[config.mk]
export PLATFORM = sky130hd
export DESIGN_NAME = seatalk_datagram_receiver
export DESIGN_NICKNAME = d
export VERILOG_FILES = /design/src/rtl/sdr_pkg.sv /design/src/rtl/sdr_front.sv /design/src/rtl/sdr_queue.sv /design/src/rtl/sdr_back.sv /design/src/rtl/seatalk_datagram_receiver.sv
export SDC_FILE = /design/constraint.sdc
export NUM_CORES = 1
export LEC_CHECK = 0
export BUFFER_PORTS_ARGS = -buffer_cell sky130_fd_sc_hd__clkbuf_2
export CORE_MARGIN = 3
export CORE_UTILIZATION = 45
export DETAILED_ROUTE_END_ITERATION = 6
export PLACE_DENSITY = 0.71
export SYNTH_ARGS = -nofsm -noshare
export SYNTH_HDL_FRONTEND = slang
export SYNTH_SLANG_ARGS = --single-unit
[constraint.sdc]
create_clock -name clock -period 5.4 [get_ports clock]
set_clock_uncertainty 0.2 [all_clocks]
set_input_delay 0.27 -clock clock [delete_from_list [all_inputs] [get_ports clock]]
set_output_delay 0.27 -clock clock [all_outputs]
set_load 0.05 [all_outputs]
[src/rtl/sdr_pkg.sv]
// ----------------------------------------------------------------------------
// sdr_pkg
// Shared types and constants for the marine-bus datagram receiver.
// ----------------------------------------------------------------------------
package sdr_pkg;

   localparam int BUFFER_LIMIT_DEFAULT = 18;
   localparam int QUEUE_DEPTH          = 2;

   localparam int INDEX_W  = 5;
   localparam int LENGTH_W = 5;
   localparam int WIND_W   = 11;
   localparam int MODE_W   = 2;

   // Datagram length is this much more than the low nibble of byte 1.
   localparam logic [LENGTH_W-1:0] LENGTH_BASE = 5'd3;

   // Command codes
   localparam logic [7:0] CMD_WIND      = 8'h11;
   localparam logic [7:0] CMD_AUTOPILOT = 8'h84;

   // Autopilot status byte 2 codes
   localparam logic [7:0] AP_CODE_STANDBY = 8'h00;
   localparam logic [7:0] AP_CODE_AUTO    = 8'h40;

   // Autopilot mode encoding
   localparam logic [MODE_W-1:0] MODE_UNKNOWN = 2'd0;
   localparam logic [MODE_W-1:0] MODE_STANDBY = 2'd1;
   localparam logic [MODE_W-1:0] MODE_AUTO    = 2'd2;

   localparam logic [WIND_W-1:0] WIND_SCALE = 11'd10;
   localparam logic [WIND_W-1:0] WIND_MAX   = 11'd1525;

   localparam logic [LENGTH_W-1:0] LENGTH_MIN = 5'd3;
   localparam logic [LENGTH_W-1:0] LENGTH_MAX = 5'd18;

   // One completed datagram, as handed from the front end to the back end.
   typedef struct packed {
      logic [7:0]          command_byte;
      logic [LENGTH_W-1:0] length;
      logic [7:0]          byte2;
      logic [7:0]          byte3;
   } dgram_type;

endpackage

[src/rtl/sdr_front.sv]
// ----------------------------------------------------------------------------
// sdr_front
// Character front end: tracks byte index, captures the first four bytes and
// emits one datagram record when the datagram length is reached.
// ----------------------------------------------------------------------------
module sdr_front
   import sdr_pkg::*;
#(
   parameter int BUFFER_LIMIT = BUFFER_LIMIT_DEFAULT
) (
   input  logic      clock,
   input  logic      reset,
   input  logic      receive_enable,
   input  logic      char_accept,
   input  logic      command_bit,
   input  logic [7:0] data_byte,
   output logic      push,
   output dgram_type push_data
);

   logic [INDEX_W-1:0]  idx_ff, idx_in;
   logic [7:0]          cap_ff [4];
   logic [7:0]          cap_in [4];
   logic [INDEX_W-1:0]  idx_start;
   logic [INDEX_W-1:0]  idx_next;
   logic [LENGTH_W-1:0] dg_length;
   logic                take;

   always_comb begin
      idx_start = command_bit ? '0 : idx_ff;
      take      = char_accept && receive_enable &&
                  ({1'b0, idx_start} < (INDEX_W+1)'(BUFFER_LIMIT));
      idx_next  = idx_start + INDEX_W'(1);
      dg_length = LENGTH_W'(cap_ff[1][3:0]) + LENGTH_BASE;

      idx_in = idx_ff;
      for (int i = 0; i < 4; i++) begin
         cap_in[i] = cap_ff[i];
      end
      push = 1'b0;

      if (take) begin
         if (idx_start < INDEX_W'(4)) begin
            cap_in[idx_start[1:0]] = data_byte;
         end
         // byte 1 is never written in the step that completes a datagram
         if (idx_next >= INDEX_W'(3) && idx_next == INDEX_W'(dg_length)) begin
            push   = 1'b1;
            idx_in = '0;
         end else begin
            idx_in = idx_next;
         end
      end

      push_data.command_byte = cap_in[0];
      push_data.length       = dg_length;
      push_data.byte2        = cap_in[2];
      push_data.byte3        = cap_in[3];
   end

   always_ff @(posedge clock) begin
      if (reset) begin
         idx_ff <= '0;
         for (int i = 0; i < 4; i++) begin
            cap_ff[i] <= '0;
         end
      end else begin
         idx_ff <= idx_in;
         for (int i = 0; i < 4; i++) begin
            cap_ff[i] <= cap_in[i];
         end
      end
   end

endmodule

[src/rtl/sdr_queue.sv]
// ----------------------------------------------------------------------------
// sdr_queue
// Small register FIFO of datagram records between front and back end.
// ----------------------------------------------------------------------------
module sdr_queue
   import sdr_pkg::*;
#(
   parameter int DEPTH = QUEUE_DEPTH
) (
   input  logic      clock,
   input  logic      reset,
   input  logic      push,
   input  dgram_type push_data,
   input  logic      pop,
   output dgram_type pop_data,
   output logic      full,
   output logic      not_empty
);

   localparam int PTR_W = (DEPTH > 1) ? $clog2(DEPTH) : 1;
   localparam int CNT_W = $clog2(DEPTH + 1);

   dgram_type          mem_ff [DEPTH];
   logic [PTR_W-1:0]   wr_ptr_ff, wr_ptr_in;
   logic [PTR_W-1:0]   rd_ptr_ff, rd_ptr_in;
   logic [CNT_W-1:0]   count_ff,  count_in;
   logic               do_push, do_pop;

   assign full      = (count_ff == CNT_W'(DEPTH));
   assign not_empty = (count_ff != '0);
   assign pop_data  = mem_ff[rd_ptr_ff];
   assign do_push   = push && !full;
   assign do_pop    = pop && not_empty;

   always_comb begin
      wr_ptr_in = wr_ptr_ff;
      rd_ptr_in = rd_ptr_ff;
      count_in  = count_ff;
      if (do_push) begin
         wr_ptr_in = (wr_ptr_ff == PTR_W'(DEPTH - 1)) ? '0 : wr_ptr_ff + PTR_W'(1);
      end
      if (do_pop) begin
         rd_ptr_in = (rd_ptr_ff == PTR_W'(DEPTH - 1)) ? '0 : rd_ptr_ff + PTR_W'(1);
      end
      if (do_push && !do_pop) begin
         count_in = count_ff + CNT_W'(1);
      end else if (do_pop && !do_push) begin
         count_in = count_ff - CNT_W'(1);
      end
   end

   always_ff @(posedge clock) begin
      if (do_push) begin
         mem_ff[wr_ptr_ff] <= push_data;
      end
   end

   always_ff @(posedge clock) begin
      if (reset) begin
         wr_ptr_ff <= '0;
         rd_ptr_ff <= '0;
         count_ff  <= '0;
      end else begin
         wr_ptr_ff <= wr_ptr_in;
         rd_ptr_ff <= rd_ptr_in;
         count_ff  <= count_in;
      end
   end

endmodule

[src/rtl/sdr_back.sv]
// ----------------------------------------------------------------------------
// sdr_back
// Datagram back end: decodes wind and autopilot commands, holds their
// values and drives the registered result transaction.
// ----------------------------------------------------------------------------
module sdr_back
   import sdr_pkg::*;
(
   input  logic                clock,
   input  logic                reset,
   input  logic                rec_valid,
   input  dgram_type           rec_data,
   output logic                rec_pop,
   output logic                out_valid,
   input  logic                out_stall,
   output logic [7:0]          out_command_byte,
   output logic [LENGTH_W-1:0] out_length,
   output logic [WIND_W-1:0]   out_wind,
   output logic [MODE_W-1:0]   out_mode,
   output logic                out_wind_updated,
   output logic                out_mode_updated
);

   logic [WIND_W-1:0]   wind_ff, wind_in;
   logic [MODE_W-1:0]   mode_ff, mode_in;
   logic                valid_ff, valid_in;
   logic [7:0]          cmd_ff;
   logic [LENGTH_W-1:0] len_ff;
   logic [WIND_W-1:0]   owind_ff;
   logic [MODE_W-1:0]   omode_ff;
   logic                wupd_ff, wupd_in;
   logic                mupd_ff, mupd_in;

   assign rec_pop = rec_valid && (!valid_ff || !out_stall);

   always_comb begin
      wind_in  = wind_ff;
      mode_in  = mode_ff;
      wupd_in  = 1'b0;
      mupd_in  = 1'b0;
      valid_in = valid_ff && out_stall;
      if (rec_pop) begin
         valid_in = 1'b1;
         case (rec_data.command_byte)
            CMD_WIND: begin
               wind_in = WIND_W'(rec_data.byte2[6:0]) * WIND_SCALE
                         + WIND_W'(rec_data.byte3);
               wupd_in = 1'b1;
            end
            CMD_AUTOPILOT: begin
               if (rec_data.byte2 == AP_CODE_STANDBY) begin
                  mode_in = MODE_STANDBY;
               end else if (rec_data.byte2 == AP_CODE_AUTO) begin
                  mode_in = MODE_AUTO;
               end
               mupd_in = (mode_in != mode_ff);
            end
            default: begin
            end
         endcase
      end
   end

   always_ff @(posedge clock) begin
      if (reset) begin
         wind_ff  <= '0;
         mode_ff  <= MODE_UNKNOWN;
         valid_ff <= 1'b0;
      end else begin
         wind_ff  <= wind_in;
         mode_ff  <= mode_in;
         valid_ff <= valid_in;
      end
   end

   always_ff @(posedge clock) begin
      if (rec_pop) begin
         cmd_ff   <= rec_data.command_byte;
         len_ff   <= rec_data.length;
         owind_ff <= wind_in;
         omode_ff <= mode_in;
         wupd_ff  <= wupd_in;
         mupd_ff  <= mupd_in;
      end
   end

   assign out_valid        = valid_ff;
   assign out_command_byte = cmd_ff;
   assign out_length       = len_ff;
   assign out_wind         = owind_ff;
   assign out_mode         = omode_ff;
   assign out_wind_updated = wupd_ff;
   assign out_mode_updated = mupd_ff;

endmodule

[src/rtl/seatalk_datagram_receiver.sv]
// ----------------------------------------------------------------------------
// seatalk_datagram_receiver
// The queue is written at the edge that takes the final character; the back end output register
// takes the record from the queue once that register is empty or its result is not stalled.
// Throughput: one character per cycle unless stalled; a result per cycle while rsp_stall is low.
// The input stalls only while the two-entry datagram queue is full.
// Synchronous active-high reset clears index, captured bytes, wind speed,
// autopilot mode (unknown) and receive enable; no clearing pass is needed.
// ----------------------------------------------------------------------------
module seatalk_datagram_receiver
   import sdr_pkg::*;
#(
   parameter int BUFFER_LIMIT = BUFFER_LIMIT_DEFAULT,
   parameter int QUEUE_DEPTH_P = QUEUE_DEPTH
) (
   input  logic                clock,
   input  logic                reset,
   // configuration
   input  logic                csr_write_enable,
   input  logic                csr_write_data,
   // character transactions
   input  logic                req_valid,
   output logic                req_stall,
   input  logic                req_command_bit,
   input  logic [7:0]          req_data_byte,
   // datagram result transactions
   output logic                rsp_valid,
   input  logic                rsp_stall,
   output logic [7:0]          rsp_command_byte,
   output logic [LENGTH_W-1:0] rsp_datagram_length,
   output logic [WIND_W-1:0]   rsp_wind_speed_tenths,
   output logic [MODE_W-1:0]   rsp_autopilot_mode,
   output logic                rsp_wind_updated,
   output logic                rsp_mode_updated
);

   // Receive enable register; the user must write it only while the block is idle (not enforced here).
   logic      enable_ff;

   logic      char_accept;
   logic      push;
   dgram_type push_data;
   logic      pop;
   dgram_type pop_data;
   logic      queue_full;
   logic      queue_not_empty;

   always_ff @(posedge clock) begin
      if (reset) begin
         enable_ff <= 1'b0;
      end else if (csr_write_enable) begin
         enable_ff <= csr_write_data;
      end
   end

   // A character is only held back when a completed datagram could have
   // nowhere to go; disabled characters are accepted and dropped.
   assign req_stall   = queue_full;
   assign char_accept = req_valid && !req_stall;

   // Front end: index tracking and byte capture, one character per cycle while the queue is not full.
   sdr_front #(
      .BUFFER_LIMIT (BUFFER_LIMIT)
   ) u_front (
      .clock          (clock),
      .reset          (reset),
      .receive_enable (enable_ff),
      .char_accept    (char_accept),
      .command_bit    (req_command_bit),
      .data_byte      (req_data_byte),
      .push           (push),
      .push_data      (push_data)
   );

   // Decoupling queue of completed datagrams.
   sdr_queue #(
      .DEPTH (QUEUE_DEPTH_P)
   ) u_queue (
      .clock     (clock),
      .reset     (reset),
      .push      (push),
      .push_data (push_data),
      .pop       (pop),
      .pop_data  (pop_data),
      .full      (queue_full),
      .not_empty (queue_not_empty)
   );

   // Back end: command decode, held wind/mode state and output register.
   sdr_back u_back (
      .clock            (clock),
      .reset            (reset),
      .rec_valid        (queue_not_empty),
      .rec_data         (pop_data),
      .rec_pop          (pop),
      .out_valid        (rsp_valid),
      .out_stall        (rsp_stall),
      .out_command_byte (rsp_command_byte),
      .out_length       (rsp_datagram_length),
      .out_wind         (rsp_wind_speed_tenths),
      .out_mode         (rsp_autopilot_mode),
      .out_wind_updated (rsp_wind_updated),
      .out_mode_updated (rsp_mode_updated)
   );

endmodule

==> impl_metrics.py <==
metrics = {
    "finish": {
        "layout-drive-gt1-share_pct": 29.8,
        "fin_nets": 552,
        "layout_common_cells": "86 x edfxtp_1, 53 x dfxtp_1, 48 x mux2_2",
        "diodes": 0,
        "final_common_cell": "edfxtp_1",
        "utilization_pct": 54.4,
        "syn2layout_area_growth_pct": 17.7,
        "nFillCells": 1075,
    },
    "worst_setup_path": {
        "critPathKind": "flip-flop to flip-flop",
        "r2r_slack_ns": 1.23,
        "endpoint": "u_back.wind_ff[10]$_SDFF_PP0_",
        "crit_required_ns": 5.52,
        "cp_common_cell": "ha_1",
        "cp_slowest_cell": "fa_1",
        "critPathCaptureType": "flip-flop",
        "start_kind": "flip-flop",
        "slowest_delay_ns": 0.45,
        "r2r_end": "u_back.wind_ff[10]$_SDFF_PP0_",
        "worstPathCellList": "buf_4 > mux2i_1 > inv_1 > ha_1 > ha_1 > fa_1 > ha_1 > o211ai_1 > o21ai_0 > o31ai_1 > or3b_1 > a311oi_1",
        "ff2ff_path_depth": 12,
        "cp_data_arrival_time_ns": 4.29,
        "worstPathMaxFanout": 19,
    },
    "timing": {
        "worst_pin_slew_ns": 0.892,
        "min_period_over_period_pct": 77.2,
        "slew_viol_final": 0,
        "hold_viol": 0,
        "finalSetupTns_ns": 0,
        "period_needed_ns": 4.17,
        "slew_headroom_pct": 40.4,
        "max_freq_ghz": 0.240,
        "setup_viol": 0,
        "rsz0062_at_grt": "no",
    },
    "power": {
        "p_leak_uw": 0.00283,
        "p_int_uw": 2230,
        "power_density_nw_per_um2": 450,
        "power.switching_uw": 1020,
        "clockPowerShare_pct": 35.4,
        "sw_frac_of_total_pct": 31.4,
        "ir_drop_mv": 0.276,
        "p_seq_share_pct": 38.9,
        "combPwrFrac_pct": 25.7,
    },
    "placed_design": {
        "gp_congestion": 0.859,
        "hpwl_mm": 7.70,
        "io_buffers": 44,
    },
    "logic_synthesis": {
        "synthArstFlopShare_pct": 0,
        "avgSynthCellArea_sq_um": 13.7,
        "ys_ff_latch": 139,
        "synth_edf_count": 86,
        "mappedNetlistArea_sq_um": 6140,
        "syn_inst": 447,
        "syn_nets": 488,
        "yosysSeqAreaShare_pct": 59.3,
        "ys_types": 61,
        "ys_warn_count": 0,
        "yosys_most_used_dff": "edfxtp_1",
    },
    "floorplan": {
        "rows": 42,
        "initial_core_util_pct": 46.2,
        "coreArea_sq_um": 13300,
        "die_h_microns": 123,
        "io-pin-count": 45,
        "die_w_microns": 123,
        "dieArea_sq_um": 15100,
    },
    "route": {
        "drt-wirelength-per-cell_microns": 16.3,
        "antenna_left": 0,
        "drt-vias-per-instance": 5.11,
        "wirelength_mm": 11.4,
        "num_vias": 3579,
        "drtIter0Drc": 218,
        "drc": 0,
        "drtPass1Iterations": 5,
    },
    "clock_tree": {
        "htree_levels": 4,
        "clock_path_buffers": 2,
        "clk_pin_slew_ns": 0.06,
        "clk_latency_ns": 0.41,
        "cts_tree": "done",
        "cts_buffers": 17,
        "cts-root-buf": "clkbuf_16",
        "cts_sinks": 139,
    },
    "grt": {
        "first_global_vias": 3668,
        "grt_use_total_pct": 16.2,
        "grt_max_degree": 52,
        "grt_pass1_wl_mm": 18.3,
        "antenna_found_initial": 0,
        "grt_overflow_total": 0,
    },
    "min_path": {
        "hold_path.class": "input pin to flip-flop",
    },
    "status": {
        "status": "complete, no violations",
    },
    "job": {
        "maxCapViolCount": 0,
    },
}
[synth_stat cells (2+ instances only)]
cell | number | area share (%)
a211oi_1 | 4 | 0.49
a211oi_2 | 2 | 0.41
a21o_1 | 3 | 0.37
a21oi_1 | 15 | 1.2
a311oi_1 | 2 | 0.29
and2_1 | 2 | 0.20
and2b_1 | 2 | 0.24
and3_1 | 2 | 0.20
buf_1 | 2 | 0.12
buf_2 | 2 | 0.16
buf_6 | 2 | 0.37
clkbuf_1 | 5 | 0.31
dfxtp_1 | 53 | 17
edfxtp_1 | 86 | 42
fa_1 | 2 | 0.65
ha_1 | 24 | 4.9
inv_1 | 14 | 0.86
mux2_2 | 48 | 8.8
mux2_4 | 5 | 1.2
mux2i_1 | 9 | 1.5
nand2_1 | 14 | 0.86
nand2_2 | 3 | 0.31
nand2b_1 | 8 | 0.81
nand3_1 | 8 | 0.65
nor2_1 | 16 | 0.98
nor2_4 | 2 | 0.37
nor2b_1 | 35 | 3.6
nor2b_4 | 2 | 0.45
nor3_1 | 3 | 0.24
o2111a_1 | 2 | 0.37
o21a_1 | 3 | 0.37
o21ai_0 | 10 | 0.81
o21ai_2 | 5 | 0.71
o31ai_1 | 3 | 0.37
or3_1 | 2 | 0.20
or4_1 | 3 | 0.37
or4_4 | 2 | 0.37
xnor2_1 | 12 | 1.7
xor2_1 | 8 | 1.1
[registers in the layout, indices dropped and copies added, names as in the netlist, named ones only]
signal	flops
u_queue.mem_ff	58
u_front.cap_ff	24
u_back.out_wind	11
u_back.wind_ff	11
u_back.out_command_byte	8
u_back.out_length	5
u_front.idx_ff	5
u_back.mode_ff	2
u_back.out_mode	2
u_queue.count_ff	2
enable_ff	1
u_back.out_mode_updated	1
u_back.out_valid	1
u_back.out_wind_updated	1
u_queue.rd_ptr_ff	1
u_queue.wr_ptr_ff	1
[per-layer routing]
layer | routed length (microns) | track usage [%] | vias to the layer above
met5 | 0 | 0 | -
met4 | 89 | 5.11 | 0
met3 | 499 | 4.93 | 4
met2 | 5490 | 26.1 | 61
met1 | 5300 | 21.0 | 1740
li1 | - | - | 1774
[critical path: cells and delay by family, from the launching register on]
family                     cells  cell delay [ns]
AOI/OAI and AO/OA              4             0.92
adders and majority gates      4             1.34
buffers and inverters          2             0.43
DFF                            1             0.44
muxes                          1             0.34
and+or+nand+nor                1             0.40
[metrics by stage]
stage / power (uW) / setup WS, ns / hold WS [ns] / area [sq um] / cells
final: 3250 / 1.23 / 0.0583 / 7230 / 700
after CTS: 3280 / 1.25 / 0.0417 / 7230 / 700
after detailed placement: 2120 / 1.29 / 0.271 / 6570 / 661
after global placement: 2100 / 1.49 / 0.264 / 6570 / 661
after floorplan: 1940 / 1.36 / 0.217 / 6140 / 447
after global routing: 3400 / 1.00 / 0.0651 / 7230 / 700
[how the worst min path moves through the flow]
stage,startpoint,depth (start not counted),end
after floorplan,csr_write_data,2,enable_ff$_SDFFE_PP0P_
after global placement,flip-flop,2,flip-flop
after detailed placement,flip-flop,2,flip-flop
after CTS,req_valid,3,u_front.idx_ff[4]$_SDFFE_PP0P_
after global routing,req_data_byte[5],2,u_queue.mem_ff[1][26]$_DFFE_PP_
final,req_data_byte[5],2,u_queue.mem_ff[0][26]$_DFFE_PP_
[repair_timing]
action                                 CTS  global route
buffers inserted                         0             0
hold buffers                             7             0
gates resized for setup                  0             0
endpoints found under the hold margin    6             0
[cell families (layout without fill, tap and decap cells)]
kind of cell	count (synthesis)	count (layout)	share of synthesized area, %
AOI/OAI and AO/OA	58	58	7.13
DFF	139	139	59.3
muxes	63	63	11.9
and+or+nand+nor	115	115	11.4
xor gates and xnor gates	20	20	2.85
adders and majority gates	26	26	5.54
buffers and inverters	26	103	1.87
[power groups by stage]
stage	logic [uW]	registers (uW)	clock network [uW]
after global routing	903	1280	1220
final	835	1270	1150
after floorplan	439	1500	0
after CTS	842	1270	1170
after detailed placement	831	1290	0
after global placement	818	1290	0
[final cells by class]
type                       count  area, sq um  area share (%)
inverter                      15         56.3           0.779
clock inverter                13          149            2.06
sequential                   139         3640            50.4
clock buffer                  19          443            6.13
tap                          176          220            3.05
multi-input combinational    282         2390            33.1
timing repair buffer          56          328            4.53
Power figures use the tool's default switching activity.
